[config.mk]
export PLATFORM = sky130hd
export DESIGN_NAME = plain_text_to_html_encoder_top
export DESIGN_NICKNAME = d
export VERILOG_FILES = /design/src/design/pth_pkg.sv /design/src/design/pth_front.sv /design/src/design/pth_queue.sv /design/src/design/pth_back.sv /design/src/design/plain_text_to_html_encoder_top.sv
export SDC_FILE = /design/constraint.sdc
export NUM_CORES = 1
export LEC_CHECK = 0
export ABC_AREA = 1
export BUFFER_PORTS_ARGS = -buffer_cell sky130_fd_sc_hd__buf_2
export CORE_UTILIZATION = 40
export DETAILED_ROUTE_END_ITERATION = 16
export MAX_ROUTING_LAYER = met4
export PLACE_DENSITY = 0.67
export SYNTH_ARGS = -nofsm -noshare
export SYNTH_HDL_FRONTEND = slang
export SYNTH_SLANG_ARGS = --single-unit
[constraint.sdc]
create_clock -name clk -period 4.8 [get_ports clk]
set_clock_uncertainty 0.1 [all_clocks]
set_input_delay 0.48 -clock clk [delete_from_list [all_inputs] [get_ports clk]]
set_output_delay 0.48 -clock clk [all_outputs]
set_load 0.01 [all_outputs]
[src/design/pth_pkg.sv]
`timescale 1ns / 1ps

package pth_pkg;

    localparam int TAB_STOP_DEF = 8;
    localparam int TAB_STOP_MAX = 16;
    localparam int CP_W         = 21;
    // Wide enough for a full tab expansion and the longest entity
    localparam int CNT_W        = $clog2(TAB_STOP_MAX + 1);
    localparam int QUEUE_DEPTH  = 2;

    // Output segments of one item, in emission order
    localparam int NSEG       = 5;
    localparam int SEG_OPEN   = 0;
    localparam int SEG_FLUSH  = 1;
    localparam int SEG_BODY   = 2;
    localparam int SEG_END    = 3;
    localparam int SEG_CLOSE  = 4;

    localparam logic [CP_W-1:0] CP_TAB  = 21'h000009;
    localparam logic [CP_W-1:0] CP_NL   = 21'h00000A;
    localparam logic [CP_W-1:0] CP_AMP  = 21'h000026;
    localparam logic [CP_W-1:0] CP_LT   = 21'h00003C;
    localparam logic [CP_W-1:0] CP_GT   = 21'h00003E;
    localparam logic [CP_W-1:0] CP_NBSP = 21'h0000A0;

    // Register word index (paddr[2])
    localparam logic REG_PRE_MODE = 1'b0;

    typedef enum logic [2:0] {
        STR_CP,
        STR_P,
        STR_CLOSE_P_NL,
        STR_BR_NL,
        STR_LT,
        STR_GT,
        STR_AMP,
        STR_CLOSE_P
    } str_t;

    typedef struct packed {
        logic [NSEG-1:0]  seg_mask;
        str_t             flush_str;
        str_t             body_str;
        logic [CP_W-1:0]  body_cp;
        logic [CNT_W-1:0] body_cnt;
        str_t             end_str;
        logic             eot;
    } desc_t;

    function automatic logic is_space(logic [CP_W-1:0] cp);
        return cp inside {[21'h000009:21'h00000D], 21'h000020, 21'h000085, 21'h0000A0,
                          21'h001680, [21'h002000:21'h00200A], 21'h002028, 21'h002029,
                          21'h00202F, 21'h00205F, 21'h003000};
    endfunction

    function automatic logic [CNT_W-1:0] str_len(str_t s, logic [CNT_W-1:0] cnt);
        logic [CNT_W-1:0] len;
        case (s)
            STR_CP:         len = cnt;
            STR_P:          len = CNT_W'(3);
            STR_CLOSE_P_NL: len = CNT_W'(5);
            STR_BR_NL:      len = CNT_W'(5);
            STR_LT:         len = CNT_W'(4);
            STR_GT:         len = CNT_W'(4);
            STR_AMP:        len = CNT_W'(5);
            STR_CLOSE_P:    len = CNT_W'(4);
            default:        len = cnt;
        endcase
        return len;
    endfunction

    function automatic logic [CP_W-1:0] str_char(str_t s, logic [CNT_W-1:0] idx,
                                                 logic [CP_W-1:0] cp);
        logic [7:0] ch;
        ch = 8'h00;
        case (s)
            STR_P:
                case (idx)
                    CNT_W'(0): ch = 8'h3C;
                    CNT_W'(1): ch = 8'h70;
                    default:   ch = 8'h3E;
                endcase
            STR_CLOSE_P_NL:
                case (idx)
                    CNT_W'(0): ch = 8'h3C;
                    CNT_W'(1): ch = 8'h2F;
                    CNT_W'(2): ch = 8'h70;
                    CNT_W'(3): ch = 8'h3E;
                    default:   ch = 8'h0A;
                endcase
            STR_BR_NL:
                case (idx)
                    CNT_W'(0): ch = 8'h3C;
                    CNT_W'(1): ch = 8'h62;
                    CNT_W'(2): ch = 8'h72;
                    CNT_W'(3): ch = 8'h3E;
                    default:   ch = 8'h0A;
                endcase
            STR_LT:
                case (idx)
                    CNT_W'(0): ch = 8'h26;
                    CNT_W'(1): ch = 8'h6C;
                    CNT_W'(2): ch = 8'h74;
                    default:   ch = 8'h3B;
                endcase
            STR_GT:
                case (idx)
                    CNT_W'(0): ch = 8'h26;
                    CNT_W'(1): ch = 8'h67;
                    CNT_W'(2): ch = 8'h74;
                    default:   ch = 8'h3B;
                endcase
            STR_AMP:
                case (idx)
                    CNT_W'(0): ch = 8'h26;
                    CNT_W'(1): ch = 8'h61;
                    CNT_W'(2): ch = 8'h6D;
                    CNT_W'(3): ch = 8'h70;
                    default:   ch = 8'h3B;
                endcase
            STR_CLOSE_P:
                case (idx)
                    CNT_W'(0): ch = 8'h3C;
                    CNT_W'(1): ch = 8'h2F;
                    CNT_W'(2): ch = 8'h70;
                    default:   ch = 8'h3E;
                endcase
            default:
                ch = 8'h00;
        endcase
        if (s == STR_CP)
        begin
            return cp;
        end
        return {{(CP_W-8){1'b0}}, ch};
    endfunction

endpackage

[src/design/pth_front.sv]
`timescale 1ns / 1ps

module pth_front #(
    parameter int TAB_STOP = pth_pkg::TAB_STOP_DEF
) (
    input  logic                       clk,
    input  logic                       rst_n,
    input  logic                       pre_mode,
    input  logic                       in_valid,
    output logic                       in_stall,
    input  logic [pth_pkg::CP_W-1:0]   code_point,
    input  logic                       char_valid,
    input  logic                       end_of_text,
    input  logic                       q_full,
    output logic                       push,
    output pth_pkg::desc_t             desc
);

    localparam int COL_W = $clog2(TAB_STOP);
    localparam logic [COL_W-1:0] COL_LAST = COL_W'(TAB_STOP - 1);

    logic                        at_start_reg, at_start_next;
    logic [1:0]                  run_reg, run_next;
    logic [COL_W-1:0]            col_reg, col_next;
    logic                        nz_reg, nz_next;
    logic [COL_W-1:0]            col_base;
    logic                        accept;

    assign in_stall = q_full;
    assign accept   = in_valid && !q_full;
    assign push     = accept && (desc.seg_mask != '0);

    always_comb
    begin
        desc           = '0;
        desc.flush_str = pth_pkg::STR_P;
        desc.body_str  = pth_pkg::STR_CP;
        desc.end_str   = pth_pkg::STR_P;
        desc.body_cp   = code_point;
        desc.body_cnt  = pth_pkg::CNT_W'(1);
        desc.eot       = end_of_text;
        at_start_next  = at_start_reg;
        run_next       = run_reg;
        col_next       = col_reg;
        nz_next        = nz_reg;
        col_base       = col_reg;

        if (char_valid || end_of_text)
        begin
            desc.seg_mask[pth_pkg::SEG_OPEN] = at_start_reg;
            at_start_next = 1'b0;
        end

        if (char_valid)
        begin
            if (code_point == pth_pkg::CP_NL)
            begin
                if (run_reg == 2'd0)
                begin
                    run_next = 2'd1;
                end
                else if (run_reg == 2'd1)
                begin
                    desc.seg_mask[pth_pkg::SEG_FLUSH] = 1'b1;
                    desc.flush_str = pth_pkg::STR_CLOSE_P_NL;
                    run_next = 2'd2;
                end
                else
                begin
                    desc.seg_mask[pth_pkg::SEG_FLUSH] = 1'b1;
                    desc.flush_str = pth_pkg::STR_BR_NL;
                end
                col_next = '0;
                nz_next  = 1'b0;
            end
            else
            begin
                // close a pending newline run before the character
                if (run_reg != 2'd0)
                begin
                    desc.seg_mask[pth_pkg::SEG_FLUSH] = 1'b1;
                    desc.flush_str = (run_reg == 2'd1) ? pth_pkg::STR_BR_NL : pth_pkg::STR_P;
                end
                run_next = 2'd0;
                desc.seg_mask[pth_pkg::SEG_BODY] = 1'b1;
                if (pre_mode && code_point == pth_pkg::CP_TAB)
                begin
                    desc.body_cp  = pth_pkg::CP_NBSP;
                    desc.body_cnt = pth_pkg::CNT_W'(TAB_STOP) - pth_pkg::CNT_W'(col_reg);
                    col_base      = '0;
                end
                else if (pre_mode && pth_pkg::is_space(code_point))
                begin
                    desc.body_cp = pth_pkg::CP_NBSP;
                end
                else if (code_point == pth_pkg::CP_LT)
                begin
                    desc.body_str = pth_pkg::STR_LT;
                end
                else if (code_point == pth_pkg::CP_GT)
                begin
                    desc.body_str = pth_pkg::STR_GT;
                end
                else if (code_point == pth_pkg::CP_AMP)
                begin
                    desc.body_str = pth_pkg::STR_AMP;
                end
                col_next = (col_base == COL_LAST) ? '0 : col_base + COL_W'(1);
                nz_next  = 1'b1;
            end
        end

        if (end_of_text)
        begin
            if (run_next != 2'd0)
            begin
                desc.seg_mask[pth_pkg::SEG_END] = 1'b1;
                desc.end_str = (run_next == 2'd1) ? pth_pkg::STR_BR_NL : pth_pkg::STR_P;
            end
            desc.seg_mask[pth_pkg::SEG_CLOSE] = nz_next;
            at_start_next = 1'b1;
            run_next      = 2'd0;
            col_next      = '0;
            nz_next       = 1'b0;
        end
    end

    always_ff @(posedge clk or negedge rst_n)
    begin
        if (!rst_n)
        begin
            at_start_reg <= 1'b1;
            run_reg      <= 2'd0;
            col_reg      <= '0;
            nz_reg       <= 1'b0;
        end
        else if (accept)
        begin
            at_start_reg <= at_start_next;
            run_reg      <= run_next;
            col_reg      <= col_next;
            nz_reg       <= nz_next;
        end
    end

endmodule

[src/design/pth_queue.sv]
`timescale 1ns / 1ps

module pth_queue (
    input  logic            clk,
    input  logic            rst_n,
    input  logic            push,
    input  pth_pkg::desc_t  push_desc,
    output logic            full,
    input  logic            pop,
    output logic            head_valid,
    output pth_pkg::desc_t  head
);

    localparam int DEPTH = pth_pkg::QUEUE_DEPTH;
    localparam int PW    = (DEPTH > 1) ? $clog2(DEPTH) : 1;
    localparam int CW    = $clog2(DEPTH + 1);
    localparam logic [PW-1:0] PTR_LAST = PW'(DEPTH - 1);

    pth_pkg::desc_t     mem_reg [DEPTH];
    logic [PW-1:0]      wr_ptr_reg, rd_ptr_reg;
    logic [CW-1:0]      count_reg, count_next;

    assign full       = (count_reg == CW'(DEPTH));
    assign head_valid = (count_reg != '0);
    assign head       = mem_reg[rd_ptr_reg];

    always_comb
    begin
        count_next = count_reg;
        if (push && !pop)
        begin
            count_next = count_reg + CW'(1);
        end
        else if (pop && !push)
        begin
            count_next = count_reg - CW'(1);
        end
    end

    always_ff @(posedge clk)
    begin
        if (push)
        begin
            mem_reg[wr_ptr_reg] <= push_desc;
        end
    end

    always_ff @(posedge clk or negedge rst_n)
    begin
        if (!rst_n)
        begin
            wr_ptr_reg <= '0;
            rd_ptr_reg <= '0;
            count_reg  <= '0;
        end
        else
        begin
            if (push)
            begin
                wr_ptr_reg <= (wr_ptr_reg == PTR_LAST) ? '0 : wr_ptr_reg + PW'(1);
            end
            if (pop)
            begin
                rd_ptr_reg <= (rd_ptr_reg == PTR_LAST) ? '0 : rd_ptr_reg + PW'(1);
            end
            count_reg <= count_next;
        end
    end

    a_no_push_full: assert property (@(posedge clk) disable iff (!rst_n)
        !(push && full))
        else $error("item pushed into a full queue");

    a_no_pop_empty: assert property (@(posedge clk) disable iff (!rst_n)
        pop |-> head_valid)
        else $error("pop from an empty queue");

    a_count_bound: assert property (@(posedge clk) disable iff (!rst_n)
        count_reg <= CW'(DEPTH))
        else $error("queue count beyond depth");

endmodule

[src/design/pth_back.sv]
`timescale 1ns / 1ps

module pth_back (
    input  logic                       clk,
    input  logic                       rst_n,
    input  logic                       head_valid,
    input  pth_pkg::desc_t             head,
    output logic                       pop,
    output logic                       out_valid,
    input  logic                       out_stall,
    output logic [pth_pkg::CP_W-1:0]   out_code_point,
    output logic                       last_of_item,
    output logic                       end_of_output
);

    logic [pth_pkg::NSEG-1:0]   done_reg, done_next;
    logic [pth_pkg::CNT_W-1:0]  idx_reg, idx_next;
    logic                       out_valid_reg, out_valid_next;
    logic [pth_pkg::CP_W-1:0]   out_cp_reg;
    logic                       last_reg;
    logic                       eoo_reg;

    logic [pth_pkg::NSEG-1:0]   work;
    logic [pth_pkg::NSEG-1:0]   cur_oh;
    logic [pth_pkg::NSEG-1:0]   rest;
    pth_pkg::str_t              cur_str;
    logic [pth_pkg::CNT_W-1:0]  cur_len;
    logic [pth_pkg::CP_W-1:0]   cur_cp;
    logic                       last_char;
    logic                       item_last;
    logic                       load;
    logic                       emit;

    assign work   = head.seg_mask & ~done_reg;
    // lowest pending segment
    assign cur_oh = work & (~work + pth_pkg::NSEG'(1));
    assign rest   = work & ~cur_oh;

    always_comb
    begin
        if (work[pth_pkg::SEG_OPEN])
        begin
            cur_str = pth_pkg::STR_P;
        end
        else if (work[pth_pkg::SEG_FLUSH])
        begin
            cur_str = head.flush_str;
        end
        else if (work[pth_pkg::SEG_BODY])
        begin
            cur_str = head.body_str;
        end
        else if (work[pth_pkg::SEG_END])
        begin
            cur_str = head.end_str;
        end
        else
        begin
            cur_str = pth_pkg::STR_CLOSE_P;
        end
    end

    assign cur_len   = pth_pkg::str_len(cur_str, head.body_cnt);
    assign cur_cp    = pth_pkg::str_char(cur_str, idx_reg, head.body_cp);
    assign last_char = (idx_reg == cur_len - pth_pkg::CNT_W'(1));
    assign item_last = last_char && (rest == '0);

    assign load = !out_valid_reg || !out_stall;
    assign emit = head_valid && load;
    assign pop  = emit && item_last;

    always_comb
    begin
        done_next      = done_reg;
        idx_next       = idx_reg;
        out_valid_next = out_valid_reg;
        if (load)
        begin
            out_valid_next = emit;
        end
        if (emit)
        begin
            if (item_last)
            begin
                done_next = '0;
                idx_next  = '0;
            end
            else if (last_char)
            begin
                done_next = done_reg | cur_oh;
                idx_next  = '0;
            end
            else
            begin
                idx_next = idx_reg + pth_pkg::CNT_W'(1);
            end
        end
    end

    always_ff @(posedge clk or negedge rst_n)
    begin
        if (!rst_n)
        begin
            done_reg      <= '0;
            idx_reg       <= '0;
            out_valid_reg <= 1'b0;
        end
        else
        begin
            done_reg      <= done_next;
            idx_reg       <= idx_next;
            out_valid_reg <= out_valid_next;
        end
    end

    always_ff @(posedge clk)
    begin
        if (emit)
        begin
            out_cp_reg <= cur_cp;
            last_reg   <= item_last;
            eoo_reg    <= item_last && head.eot;
        end
    end

    assign out_valid      = out_valid_reg;
    assign out_code_point = out_cp_reg;
    assign last_of_item   = last_reg;
    assign end_of_output  = eoo_reg;

    a_head_nonempty: assert property (@(posedge clk) disable iff (!rst_n)
        head_valid |-> (head.seg_mask != '0))
        else $error("empty item reached the output sequencer");

    a_done_subset: assert property (@(posedge clk) disable iff (!rst_n)
        head_valid |-> ((done_reg & ~head.seg_mask) == '0))
        else $error("finished segment outside the item's segments");

    a_pop_marks_last: assert property (@(posedge clk) disable iff (!rst_n)
        pop |=> (out_valid_reg && last_reg))
        else $error("item retired without its last result");

    a_end_is_last: assert property (@(posedge clk) disable iff (!rst_n)
        (out_valid_reg && eoo_reg) |-> last_reg)
        else $error("end of output on a result that does not close its item");

endmodule

[src/design/plain_text_to_html_encoder_top.sv]
`timescale 1ns / 1ps

// Plain text to HTML encoder. Each accepted item is classified in the front
// stage and, if it produces output, queued (two entries) for the output
// sequencer, which sends one code point per cycle while out_stall is low. An
// item producing k code points occupies the sequencer until all k are sent
// (1 for a plain character, up to 9 + TAB_STOP for a tab or end of text);
// items producing nothing are accepted but never reach the queue. The input
// stalls only while the queue is full, so a stream of ordinary characters
// flows at one item per cycle while out_stall is low. pre_mode sits at byte
// address 0; write it only while no items are in flight.

module plain_text_to_html_encoder_top #(
    parameter int TAB_STOP = pth_pkg::TAB_STOP_DEF
) (
    input  logic                       clk,
    input  logic                       rst_n,
    input  logic                       psel,
    input  logic                       penable,
    input  logic                       pwrite,
    input  logic [2:0]                 paddr,
    input  logic [31:0]                pwdata,
    output logic [31:0]                prdata,
    output logic                       pready,
    input  logic                       in_valid,
    output logic                       in_stall,
    input  logic [pth_pkg::CP_W-1:0]   code_point,
    input  logic                       char_valid,
    input  logic                       end_of_text,
    output logic                       out_valid,
    input  logic                       out_stall,
    output logic [pth_pkg::CP_W-1:0]   out_code_point,
    output logic                       last_of_item,
    output logic                       end_of_output
);

    logic            pre_mode_reg;
    logic            q_full;
    logic            q_push;
    pth_pkg::desc_t  q_push_desc;
    logic            q_pop;
    logic            q_head_valid;
    pth_pkg::desc_t  q_head;

    assign pready = 1'b1;
    assign prdata = (paddr[2] == pth_pkg::REG_PRE_MODE) ? {31'b0, pre_mode_reg} : 32'b0;

    always_ff @(posedge clk or negedge rst_n)
    begin
        if (!rst_n)
        begin
            pre_mode_reg <= 1'b0;
        end
        else if (psel && penable && pwrite && pready && paddr[2] == pth_pkg::REG_PRE_MODE)
        begin
            pre_mode_reg <= pwdata[0];
        end
    end

    pth_front #(
        .TAB_STOP (TAB_STOP)
    ) u_front (
        .clk         (clk),
        .rst_n       (rst_n),
        .pre_mode    (pre_mode_reg),
        .in_valid    (in_valid),
        .in_stall    (in_stall),
        .code_point  (code_point),
        .char_valid  (char_valid),
        .end_of_text (end_of_text),
        .q_full      (q_full),
        .push        (q_push),
        .desc        (q_push_desc)
    );

    pth_queue u_queue (
        .clk        (clk),
        .rst_n      (rst_n),
        .push       (q_push),
        .push_desc  (q_push_desc),
        .full       (q_full),
        .pop        (q_pop),
        .head_valid (q_head_valid),
        .head       (q_head)
    );

    pth_back u_back (
        .clk            (clk),
        .rst_n          (rst_n),
        .head_valid     (q_head_valid),
        .head           (q_head),
        .pop            (q_pop),
        .out_valid      (out_valid),
        .out_stall      (out_stall),
        .out_code_point (out_code_point),
        .last_of_item   (last_of_item),
        .end_of_output  (end_of_output)
    );

endmodule

==> Word level (Yosys, flattened, before mapping) <==
Memories as Yosys holds them, arrays and structs flattened.
Cells that the tools add are included.
{ "word_totals": {"regBits": 46, "mem_bits_rw": 82, "in_bits": 65, "output_inout_bits": 58, "word_cells": 175, "n_memories": 1} }
{ "classes": {"addsub": 9, "magnitude_cmp": 4, "n_eq_ne": 29, "muxes": 69, "bitwise_logic": 8, "n_reduce_logical": 40} }
{ "memory_table": {"columns": ["memory", "words", "word_bits", "rd", "rd_clocked_by_memory_dff", "wr", "line", "rtl"], "rows": [
  ["u_queue.mem_reg", 2, 41, 1, 0, 1, "pth_queue.sv:19", "pth_pkg::desc_t mem_reg [DEPTH];"]
]} }
{ "ops": {"columns": ["operator", "count"], "rows": [
  ["21-bit by 14-bit equality test with 1-bit output, second input constant", 5],
  ["21-bit by 6-bit equality test with 1-bit output, second input constant", 4],
  ["7-bit case mux with 4 select lines", 3],
  ["21-bit two-way mux", 3],
  ["3-bit two-way mux", 21],
  ["7-bit case mux with 3 select lines", 3],
  ["8-bit case mux with 7 select lines", 1],
  ["21-bit by 4-bit equality test with 1-bit output, second input constant", 2],
  ["21-bit by 8-bit equality test with 1-bit output, second input constant", 2],
  ["32-bit two-way mux", 1],
  ["29-bit two-way mux", 1],
  ["5-bit two-way mux", 5],
  ["2-bit two-way mux", 11],
  ["21-bit by 13-bit equality test with 1-bit output, second input constant", 1],
  ["21-bit by 14-bit >= comparator with 1-bit output, second input constant", 1],
  ["21-bit by 4-bit >= comparator with 1-bit output, second input constant", 1],
  ["21-bit by 14-bit less-or-equal comparator with 1-bit output, second input constant", 1],
  ["21-bit by 4-bit less-or-equal comparator with 1-bit output, second input constant", 1],
  ["5-bit case mux with 4 select lines", 1],
  ["1-bit two-way mux", 17],
  ["5-bit AND", 3],
  ["3-bit equality test, second input constant", 5],
  ["1-bit logical AND", 15],
  ["5-bit NOT", 3],
  ["other kinds (28)", 48]
]} }

==> Logic depth before layout (Yosys ltp) <==
Gate-level depths: netlist (run 1).
{ "depth": {"depth_word": 16, "ltp_mapped": 24, "mapped_depth_nobuf": 24} }

==> Modules after synthesis <==
Synthesis (run 1) repeated with hierarchy kept, for this count alone.
{ "hier_totals": {"cells_unflattened": 733, "area_unflattened_um2": 7312.0} }
{ "by_module_without_submodules": {"columns": ["module", "instances", "cells_each", "area_per_inst_um2"], "rows": [
  ["pth_queue", 1, 153, 3368.2],
  ["pth_back", 1, 308, 2407.3],
  ["pth_front", 1, 227, 1222.4],
  ["plain_text_to_html_encoder_top", 1, 45, 314.1]
]} }

==> Worst setup path after synthesis (run 1) <==
Ideal clock, no wire load.
{ "synth_timing": {"path_type": "in2reg", "startpoint": "in code_point[15] (netlist name)", "endpoint": "mem u_queue.mem_reg[1][0] (netlist name), enable pin", "t_arrival_ns": 3.407, "t_required_ns": 4.269, "setup_slack_ns": 0.862, "stages": 11, "n_path_buf": 0, "path_cell_list": "nor2_1 > inv_1 > nor3_1 > nand2_1 > nor3_1 > nand2_1 > o21ai_0 > o21ai_0 > inv_1 > o21ai_1 > nor2_1"} }
{ "synth_rtl": {"columns": ["item", "line", "rtl"], "rows": [
  ["from (decl)", "plain_text_to_html_encoder_top.sv:27", "input logic [pth_pkg::CP_W-1:0] code_point,"],
  ["to (decl)", "pth_queue.sv:19", null]
]} }

==> Worst setup path in the final report (run 1) <==
{ "layout_timing": {"startpoint": "reg u_queue.rd_ptr_reg", "endpoint": "reg u_queue.count_reg[1]"} }
{ "layout_between": {"elab_chain_len": 16, "word_cells_on_any_way": 32, "classes_between": "add/sub: 2; eq/ne: 8; mux: 6; bitwise: 5; reduce/logical: 10; memory: 1"} }
{ "layout_rtl": {"columns": ["item", "line", "rtl"], "rows": [
  ["from (decl)", "pth_queue.sv:20", "logic [PW-1:0] wr_ptr_reg, rd_ptr_reg;"],
  ["from (signal assigned)", "pth_queue.sv:64", "rd_ptr_reg <= (rd_ptr_reg == PTR_LAST) ? '0 : rd_ptr_reg + PW'(1);"],
  ["memory read 2 x 41 bit *", null, null],
  ["5-bit AND", "pth_back.sv:34", "assign work = head.seg_mask & ~done_reg;"],
  ["3-bit two-way mux", "pth_back.sv:53", "else if (work[pth_pkg::SEG_END])"],
  ["3-bit two-way mux", "pth_back.sv:49", "else if (work[pth_pkg::SEG_BODY])"],
  ["3-bit two-way mux", "pth_back.sv:45", "else if (work[pth_pkg::SEG_FLUSH])"],
  ["3-bit two-way mux", "pth_back.sv:41", "if (work[pth_pkg::SEG_OPEN])"],
  ["3-bit equality test or 3-bit by 2-bit equality test with 1-bit output (tied branches)", "pth_pkg.sv:59", "case (s)"],
  ["3-bit OR reduction (no source line)", null, null],
  ["5-bit case mux with 4 select lines", "pth_pkg.sv:59", null],
  ["5-bit by 1-bit subtractor with 5-bit output", "pth_back.sv:65", "assign last_char = (idx_reg == cur_len - pth_pkg::CNT_W'(1));"],
  ["5-bit equality test", "pth_back.sv:65", null],
  ["1-bit logical AND *", "pth_back.sv:66", "assign item_last = last_char && (rest == '0);"],
  ["1-bit logical AND *", "pth_back.sv:70", "assign pop = emit && item_last;"],
  ["1-bit zero test", "pth_queue.sv:30", "if (push && !pop)"],
  ["1-bit logical AND", "pth_queue.sv:30", null],
  ["2-bit two-way mux or 2-bit nonzero test (tied branches)", null, null],
  ["to (signal assigned)", "pth_queue.sv:66", "count_reg <= count_next;"],
  ["to (decl)", "pth_queue.sv:21", "logic [CW-1:0] count_reg, count_next;"]
]} }
Mark *: on every way between the ends. The rest lies on a longest branch, timed or not.
A chain may end at the register's enable or synchronous reset.

==> flow_metrics.tcl, run 1 <==
set metrics [dict create \
    cts_tree "yes" \
    synth_warnings 0 \
    start_util_pct 41.0 \
    grt_use_met1_pct 21.4 \
    multi_input_area_sq_um 2450 \
    fillers 1464 \
    postCtsSetupRepairBufs 0 \
    ir_drop_mv 0.274 \
    ys_types 48 \
    numPlacedInstances 975 \
    ctsResizeCount 0 \
    routed_wl_microns 13100 \
    synth_ff_type "edfxtp_1" \
    htree_levels 4 \
    chipHeight_microns 130 \
    vias_per_cell 4.77 \
    outcome "finished clean" \
    ctsLongestPathBuffers 2 \
    vias 4807 \
    drive_gt1_share_pct 17.7 \
    power.internal_mw 2.86 \
    comb_power_share_pct 39.4 \
    clock_power_share_pct 25.2 \
    min_path_type "in -> reg" \
    leakage_nw 3.36 \
    grt_pass1_wl_microns 21400 \
    final-hold-violation-count 0 \
    rsz0062_at_grt "no" \
    diodes 0 \
    grt_use_total_pct 17.1 \
    largest_register_ff_count 74 \
    busiest_layer "met2" \
    fin_nets 854 \
    port_buffers 57 \
    dieWidth_microns 130 \
    routabilityCongestion 0.902 \
    io_pins 123 \
    core_area_sq_um 15900 \
    max_freq_ghz 0.269 \
    regArea_sq_um 3490 \
    crit_path_end_kind "flop" \
    ys_seq_area_share_pct 53.3 \
    setup_violations 0 \
    swShare_pct 38.3 \
    antenna_left 0 \
    drc_errors 0 \
    synthArstFlopShare_pct 19.2 \
    die-area_sq_um 16900 \
    tns_ns 0 \
    power_density_nw_per_um2 621 \
    drtIter0Drc 390 \
    path_class "reg -> reg" \
    clk_pin_slew_worst_paths_ns 0.05 \
    drv_slew 0 \
    post-route-period-util_pct 77.5 \
    antenna_found_initial 0 \
    use_met3_pct 4.43 \
    crit_arrival_ns 3.91 \
    p_seq_share_pct 35.4 \
    wire_per_inst_microns 13.0 \
    fin_crit_ns 3.72 \
    fp-row-count 46 \
    area_growth_pct 14.2 \
    synth_edf_count 97 \
    dp_hpwl_microns 9260 \
    drt-pass1-iter-count 4 \
    clk_latency_ns 0.41 \
    syn_area_per_cell_sq_um 9.09 \
    fin_cells 1007 \
    tightest_slew_ns 0.813 \
    globalRouteOverflowTotal 0 \
    netlist_instances 720 \
    worstSetupStartpointType "flop" \
    clock-sinks 120 \
    grt_max_degree 41 \
    cp.required_ns 4.99 \
    ys_ff_latch 120 \
    cts-root-buf "clkbuf_16" \
    maxCapViolCount 0 \
    syn_area_sq_um 6540 \
    met2_usage_pct 26.3 \
    switchingPower_mw 1.78 \
    slew_headroom_pct 45.2 \
    crit_fanout 40 \
    cts_made_buffers 17 \
    grt_pass1_vias 4420 \
]
[final timing paths]
path,slack (ns),to,startpoint,cells past startpoint
max in group asynchronous,3.72,u_back.idx_reg[3],rst_n,2
setup / recovery,1.08,u_queue.count_reg[1],u_queue.rd_ptr_reg,21
hold / removal,0.17,u_queue.mem_reg[0][25],code_point[16],1
hold reg to reg,0.38,u_back.done_reg[3],u_back.done_reg[3],2
setup reg to reg,1.08,u_queue.count_reg[1],u_queue.rd_ptr_reg,21
min in group asynchronous,0.51,u_queue.wr_ptr_reg,rst_n,2
[Yosys cell counts (2+ instances only)]
master | count | area (sq um)
a31oi_1 | 2 | 12.5
inv_1 | 89 | 334
buf_6 | 2 | 22.5
o21a_1 | 3 | 22.5
conb_1 | 2 | 7.51
nand3_1 | 40 | 200
nand4_1 | 20 | 125
clkbuf_1 | 16 | 60.1
nor2_8 | 2 | 40.0
or2_1 | 2 | 12.5
nand3_4 | 2 | 35.0
edfxtp_1 | 97 | 2910
dfrtp_1 | 22 | 551
nand2_4 | 3 | 33.8
o21ai_0 | 30 | 150
buf_4 | 32 | 240
nand2_1 | 161 | 604
nor4_1 | 8 | 50.1
nor2_2 | 4 | 25.0
o211ai_1 | 2 | 15.0
inv_2 | 13 | 48.8
o22ai_1 | 3 | 18.8
nor3_1 | 11 | 55.1
o21ai_1 | 4 | 20.0
nor2_4 | 4 | 45.0
nand2_2 | 9 | 56.3
a21oi_1 | 31 | 155
ha_1 | 10 | 125
mux2i_1 | 4 | 40.0
o31ai_1 | 2 | 15.0
nand3_2 | 9 | 90.1
nor2_1 | 60 | 225
xor2_1 | 5 | 43.8
buf_2 | 2 | 10.0
[power groups by stage]
stage	registers [mW]	logic [mW]	clock network (mW)
2_1_floorplan	1.71	1.33	0
3_3_place_gp	1.65	1.82	0
3_5_place_dp	1.66	1.83	0
4_1_cts	1.64	1.84	1.19
5_1_grt	1.68	2.06	1.25
6_report	1.64	1.83	1.17
[cell usage in the layout (no fill, tap or decap), types with 3 or more instances in the layout]
| cell type | count |
|---|---|
| ha_1 | 10 |
| nand2_4 | 3 |
| o21ai_1 | 4 |
| nand2_2 | 9 |
| nor3_1 | 11 |
| nand3_2 | 9 |
| nor2_4 | 5 |
| xor2_1 | 5 |
| dfrtp_1 | 22 |
| o21a_1 | 3 |
| inv_2 | 13 |
| inv_1 | 89 |
| clkinv_2 | 4 |
| nand3_1 | 40 |
| clkbuf_1 | 3 |
| o22ai_1 | 3 |
| a21oi_1 | 31 |
| clkbuf_16 | 17 |
| buf_4 | 5 |
| nor2_2 | 4 |
| nor4_1 | 8 |
| conb_1 | 32 |
| mux2i_1 | 4 |
| edfxtp_1 | 97 |
| nand2_1 | 161 |
| clkinv_1 | 3 |
| nand4_1 | 20 |
| buf_2 | 57 |
| o21ai_0 | 30 |
| nor2_1 | 59 |
[worst max-delay path: stages (launching register included)]
cell	delay, ns
dfrtp_1	0.35
buf_4	0.40
nand2_1	0.19
nand3_4	0.17
nand2_2	0.10
nor2_4	0.15
nand2_2	0.07
nand2_4	0.12
nand2_4	0.08
nand2_2	0.06
inv_2	0.04
ha_1	0.29
xor2_1	0.15
nand2_1	0.08
nor2_2	0.13
nand3_1	0.10
nor2_1	0.13
nand4_1	0.12
ha_1	0.34
a21oi_1	0.12
o21ai_0	0.11
xor2_1	0.15
[metrics by stage]
stage	instance area, sq um	total power, mW	setup slack (ns)	hold WS, ns	utilization (%)
floorplan	6660	3.04	0.862	0.0844	-
global placement	6920	3.47	1.10	0.356	43.4
detailed placement	6920	3.49	1.07	0.370	43.4
CTS	7470	4.68	1.05	0.149	46.9
global route	7470	4.98	0.767	0.159	46.9
finish	7470	4.64	1.08	0.168	46.9
[kinds of logic after synthesis]
| family | synth area share [%] |
|---|---|
| compound gates | 7.42 |
| xor+xnor | 0.803 |
| fa+ha+maj | 1.91 |
| buf+inv | 11.0 |
| flops | 53.3 |
| mux | 0.612 |
| other cells | 0.115 |
| simple gates | 24.8 |
[final cells by class]
| cell class | instances | area share, % |
|---|---|---|
| Sequential cell | 120 | 46.7 |
| Multi-Input combinational cell | 475 | 32.8 |
| Clock buffer | 20 | 5.84 |
| Inverter | 102 | 5.12 |
| Timing Repair Buffer | 63 | 4.45 |
| Tap cell | 216 | 3.62 |
| Clock inverter | 11 | 1.44 |
[what timing repair did]
| item | 4_1_cts | 5_1_grt |
|---|---|---|
| hold buffers | 1 | 0 |
| endpoints found under the setup margin | 0 | 0 |
| endpoints found under the hold margin | 22 | 0 |
[per-layer routing]
metal,part of all wire [%],wire length [microns]
met1,46,6070
met2,47,6170
met3,4.4,582
met4,2.1,281
met5,0,0
(Power assumes the default switching activity.)
==> run 2, diff against run 1 <==
PLACE_DENSITY = 0.69   (was 0.67)
clock period = 3.2 ns   (was 4.8 ns; I/O delays follow)
==> run 2 against run 1 <==
Compared with the run above:
- sequential power is 51% higher
- die area stayed put
- first-iteration DRC count is 12% higher
- fmax is 18% higher
- highest routed layer unchanged
==> flow_metrics.tcl, run 2 (synthesis results as in run 1) <==
set metrics [dict create \
    core_area_sq_um 15900 \
    max_freq_ghz 0.316 \
    fin_crit_ns 3.16 \
    wire_per_inst_microns 13.5 \
    clk_latency_ns 0.41 \
    drt-pass1-iter-count 7 \
    vias_per_cell 4.87 \
    path_class "reg -> reg" \
    met2_usage_pct 28.7 \
    p_seq_share_pct 31.3 \
    fin_ws_ns 0.0356 \
    htree_levels 4 \
    final_cell_mix "nand2_1 (154), edfxtp_1 (97), inv_1 (88)" \
    crit_path_end_kind "flop" \
    worstSetupStartpointType "flop" \
    clock-sinks 120 \
    diodes 0 \
    path_cells "buf_6, buf_6, nand2_4, nand2_4, nor2_4, nand3_2, nand2_2, nand2_4, nor2_8, nand2_4, ha_4, xor2_1, nand2_1, nor2_2, nand3_2, nor2_2, nand4_1, ha_4, a21oi_2, o21ai_1, xor2_1" \
    setup_violations 0 \
    power.internal_mw 4.88 \
    cts-root-buf "clkbuf_16" \
    slowest_delay_ns 0.42 \
    largest_register_ff_count 74 \
    outcome "finished clean" \
    cp.required_ns 3.39 \
    crit_path_top_delay_cell "dfrtp_1" \
    use_met3_pct 3.57 \
    min_delay_worst_endpoint "u_queue.mem_reg[1][26]" \
    antenna_left 0 \
    fp-row-count 46 \
    drc_errors 0 \
    post-route-period-util_pct 98.9 \
    port_buffers 57 \
    final_common_cell "nand2_1" \
    final-hold-violation-count 0 \
    io_pins 123 \
    design_area_sq_um 8210 \
    drive_gt1_share_pct 26.5 \
    drtIter0Drc 435 \
    leakage_nw 3.74 \
    r2r_slack_ns 0.04 \
    tns_ns 0 \
    chipHeight_microns 130 \
    fin_nets 923 \
    place_area_sq_um 7300 \
    ir_drop_mv 0.586 \
    clock_power_share_pct 23.5 \
    routed_wl_microns 14500 \
    min_path_cells 1 \
    fillers 1434 \
    tightest_slew_ns 0.578 \
    globalRouteOverflowTotal 0 \
    dp_hpwl_microns 9960 \
    grt_pass1_wl_microns 22800 \
    vias 5244 \
    crit_fanout 3 \
    swShare_pct 38.1 \
    ctsLongestPathBuffers 2 \
    slew_headroom_pct 61.5 \
    reg2regPathDepth 21 \
    worstHoldStart "code_point[17]" \
    comb_power_share_pct 45.2 \
    switchingPower_mw 3.01 \
    area_growth_pct 25.5 \
    routabilityCongestion 0.947 \
    grt_use_total_pct 18.4 \
    cts_tree "yes" \
    power_density_nw_per_um2 961 \
    grt_use_met1_pct 22.9 \
    grt_max_degree 38 \
    dieWidth_microns 130 \
    rsz0062_at_grt "yes" \
    antenna_found_initial 0 \
    clk_pin_slew_worst_paths_ns 0.06 \
    crit_arrival_ns 3.36 \
    maxCapViolCount 0 \
    grt_pass1_vias 4848 \
    cts_made_buffers 17 \
    drv_slew 0 \
    start_util_pct 41.0 \
    min_path_type "in -> reg" \
    cpMostUsedCell "nand2_4" \
    reg2reg_to "u_queue.count_reg[1]" \
    place_ws_ns -0.108 \
    die-area_sq_um 16900 \
    busiest_layer "met2" \
    r2r-start "u_queue.rd_ptr_reg" \
]
[run 2: cell types whose count changed in the layout (fill, tap and decap cells not counted), moves of 4 or more]
cell     before  now
nand2_1     161  154
nand2_4       3    7
buf_6         0    5
buf_4         5   60
[run 2: critical path: cells and delay by family (launching register included)]
| kind | cells | cell delay [ns] |
|---|---|---|
| AND/OR/NAND/NOR | 13 | 1.24 |
| adder cells (fa/ha/maj) | 2 | 0.55 |
| buffers and inverters | 2 | 0.25 |
| AO/OA/AOI/OAI | 2 | 0.18 |
| flip-flops | 1 | 0.42 |
| XOR/XNOR | 2 | 0.31 |
[run 2: timing repair]
action,in CTS,in global routing
endpoints found under the setup margin,1,38
cloned,1,1
pin swaps,14,15
hold endpoints to repair,28,0
hold buffers,4,0
buffers inserted,18,1
resized for setup,18,15
[run 2: metal layers]
| metal | routed length (microns) | vias up | part of all wire (%) |
|---|---|---|---|
| met5 | 0 | - | 0 |
| met4 | 389 | 0 | 2.7 |
| met3 | 622 | 31 | 4.3 |
| met2 | 6990 | 178 | 48 |
| met1 | 6480 | 2436 | 45 |
| li1 | - | 2599 | - |
[run 2: worst max path at each step]
stage	cells past startpoint	start	endpoint
2_1_floorplan	11	code_point[15]	u_queue.mem_reg[1][0]
4_1_cts	21	u_queue.rd_ptr_reg	u_queue.count_reg[1]
5_1_grt	23	u_queue.rd_ptr_reg	u_queue.count_reg[1]
3_5_place_dp	22	u_queue.rd_ptr_reg	u_queue.count_reg[1]
3_3_place_gp	22	u_queue.rd_ptr_reg	u_queue.count_reg[1]
6_report	21	u_queue.rd_ptr_reg	u_queue.count_reg[1]
[run 2: layout make-up]
class	instances	area (sq um)	area share (%)
repair inverters	1	6.26	0.0762
repair buffers	131	922	11.2
inverters	102	393	4.78
multi-input cells	475	2560	31.1
well taps	216	270	3.29
clock inverters	14	150	1.83
flip-flops and latches	120	3490	42.5
clock buffers	17	425	5.18
[run 2: power by group through the flow]
stage / sequential, mW / combinational [mW] / clock [mW]
floorplan: 2.56 / 2.00 / 0
global placement: 2.48 / 3.10 / 0
detailed placement: 2.49 / 3.15 / 0
CTS: 2.47 / 3.42 / 1.88
global route: 2.52 / 3.94 / 1.95
finish: 2.47 / 3.57 / 1.85
[run 2: through the flow]
stage | power (mW) | cells | hold WS (ns) | util, %
floorplan | 4.56 | 750 | -0.0756 | -
CTS | 7.77 | 1074 | 0.00245 | 50.9
global route | 8.41 | 1076 | 0.00612 | 51.5
global placement | 5.59 | 1021 | 0.251 | 45.8
finish | 7.89 | 1076 | 0.0121 | 51.5
detailed placement | 5.64 | 1021 | 0.252 | 45.8
==> run 3, diff against run 2 <==
MAX_ROUTING_LAYER = unset   (was met4)
==> run 3 against run 2 <==
Compared with the run above:
- sequential power about the same
- register-to-register slack about the same
- setup slack got worse by 0.011 ns
- non-clock buffer count rose by 3
- clock-buffer cell count up 1
- sequential share of layout area shrank 0.51 points
- flip-flop and latch count is the same
- via count about the same
- largest power group unchanged
==> flow_metrics.tcl, run 3 (synthesis results as in run 1) <==
set metrics [dict create \
    path_class "reg -> reg" \
    leakage_nw 3.76 \
    vias_per_cell 4.86 \
    max_freq_ghz 0.315 \
    crit_path_end_kind "flop" \
    min_path_type "in -> reg" \
    regArea_sq_um 3490 \
    maxCapViolCount 0 \
    drive_gt1_share_pct 26.7 \
    area_growth_pct 27.1 \
    cpMostUsedCell "nand2_4" \
    worstHoldStart "code_point[14]" \
    outcome "finished clean" \
    antenna_left 0 \
    chipHeight_microns 130 \
    power_density_nw_per_um2 969 \
    fin_cells 1078 \
    r2r-start "u_queue.rd_ptr_reg" \
    worstSetupStartpointType "flop" \
    fp-row-count 46 \
    die-area_sq_um 16900 \
    cts_tree "yes" \
    crit_arrival_ns 3.37 \
    clock-sinks 120 \
    multi_input_area_sq_um 2580 \
    ctsLongestPathBuffers 2 \
    dieWidth_microns 130 \
    crit_fanout 4 \
    post-route-period-util_pct 99.2 \
    clk_latency_ns 0.42 \
    core_area_sq_um 15900 \
    routed_wl_microns 14300 \
    globalRouteOverflowTotal 0 \
    ir_drop_mv 0.420 \
    wire_per_inst_microns 13.3 \
    place_ws_ns -0.104 \
    critPathLaunch "u_queue.rd_ptr_reg" \
    antenna_found_initial 0 \
    largest_register_ff_count 74 \
    cts_made_buffers 17 \
    crit_path_top_delay_cell "dfrtp_2" \
    dp_hpwl_microns 9730 \
    final-hold-violation-count 0 \
    cts-root-buf "clkbuf_16" \
    numPlacedInstances 1021 \
    fin_nets 925 \
    slew_headroom_pct 60.8 \
    routabilityCongestion 0.952 \
    port_buffers 57 \
    tns_ns 0 \
    grt_pass1_wl_microns 23100 \
    drc_errors 0 \
    clk_pin_slew_worst_paths_ns 0.05 \
    fillers 1421 \
    io_pins 123 \
    final_cell_mix "nand2_1 (151), edfxtp_1 (97), inv_1 (88)" \
    htree_levels 4 \
    slowest_delay_ns 0.42 \
    path_cells "buf_6, buf_6, nand2_4, nand2_4, nor2_4, nand2_2, nor2_4, inv_2, nand2_4, nand2_4, nand2_2, inv_2, ha_4, xor2_1, nand2_1, nor2_2, nand3_2, nor2_2, nand4_1, ha_4, a21oi_2, o21ai_1, xor2_1" \
    grt_pass1_vias 4962 \
    vias 5240 \
    drtIter0Drc 497 \
    setup_violations 0 \
    diodes 0 \
    utilization_pct 52.2 \
    fin_ws_ns 0.0251 \
    start_util_pct 41.0 \
    final_common_cell "nand2_1" \
    rsz0062_at_grt "yes" \
    drt-pass1-iter-count 6 \
    tightest_slew_ns 0.588 \
    hold_ws_ns 0.0128 \
    grt_use_total_pct 17.9 \
    fin_crit_ns 3.17 \
    drv_slew 0 \
    grt_max_degree 38 \
    cp.required_ns 3.39 \
]
==> run 3: cell types whose count changed in the layout (fill, tap and decap cells not counted), moves of 3 or more <==
cell,before,now
nand2_1,154,151
nand2_2,12,16
dlygate4sd3_1,4,7
bufinv_16,2,5
==> run 3: cell type report <==
type	count	area share (%)
repair buffers	134	11.5
clock buffers	18	5.16
inverters	102	4.69
flip-flops and latches	120	42.0
well taps	216	3.25
multi-input cells	475	31.0
clock inverters	13	2.44
==> run 3: timing repair <==
action                     in CTS  in global routing
resized for setup              23                 17
hold buffers                    7                  0
hold endpoints to repair       34                  0
pin swaps                      11                  6
setup buffers                  14                  4
setup endpoints to repair       2                 77
gates cloned                    0                  1
==> run 3: stage by stage <==
step	area (sq um)	power [mW]
after floorplan	6660	4.56
after global placement	7300	5.58
after detailed placement	7300	5.61
after CTS	8190	7.93
after global routing	8320	8.59
final	8320	8.06
==> run 3: per-layer routing <==
layer | wire length, microns | GRT usage [%] | up-vias
li1 | - | - | 2603
met3 | 738 | 4.02 | 35
met2 | 6920 | 29.0 | 168
met5 | 0 | 0 | -
met1 | 6350 | 23.1 | 2434
met4 | 310 | 7.39 | 0
==> run 3: critical path: cells and delay by family (launching register included) <==
family          cells  cell delay, ns
xor+xnor            2            0.28
simple gates       13            1.18
fa+ha+maj           2            0.53
flops               1            0.42
buf+inv             4            0.35
compound gates      2            0.17
==> run 3: report_power, final <==
| group | leakage, nW | switching [mW] | total [mW] | internal, mW |
|---|---|---|---|---|
| sequential | 1.19 | 0.171 | 2.46 | 2.29 |
| clock | 0.297 | 0.690 | 2.06 | 1.37 |
| combinational | 2.27 | 2.12 | 3.54 | 1.42 |
==> run 3: worst paths after layout <==
path                                          endpoint  slack (ns)  cells after the start
worst max-delay path              u_queue.count_reg[1]        0.03                     23
worst min-delay path            u_queue.mem_reg[0][23]        0.01                      1
worst max register to register    u_queue.count_reg[1]        0.03                     23
worst min register to register      u_queue.wr_ptr_reg        0.38                      2
max in group asynchronous           u_queue.rd_ptr_reg        2.24                      2
min in group asynchronous           u_queue.wr_ptr_reg        0.34                      2
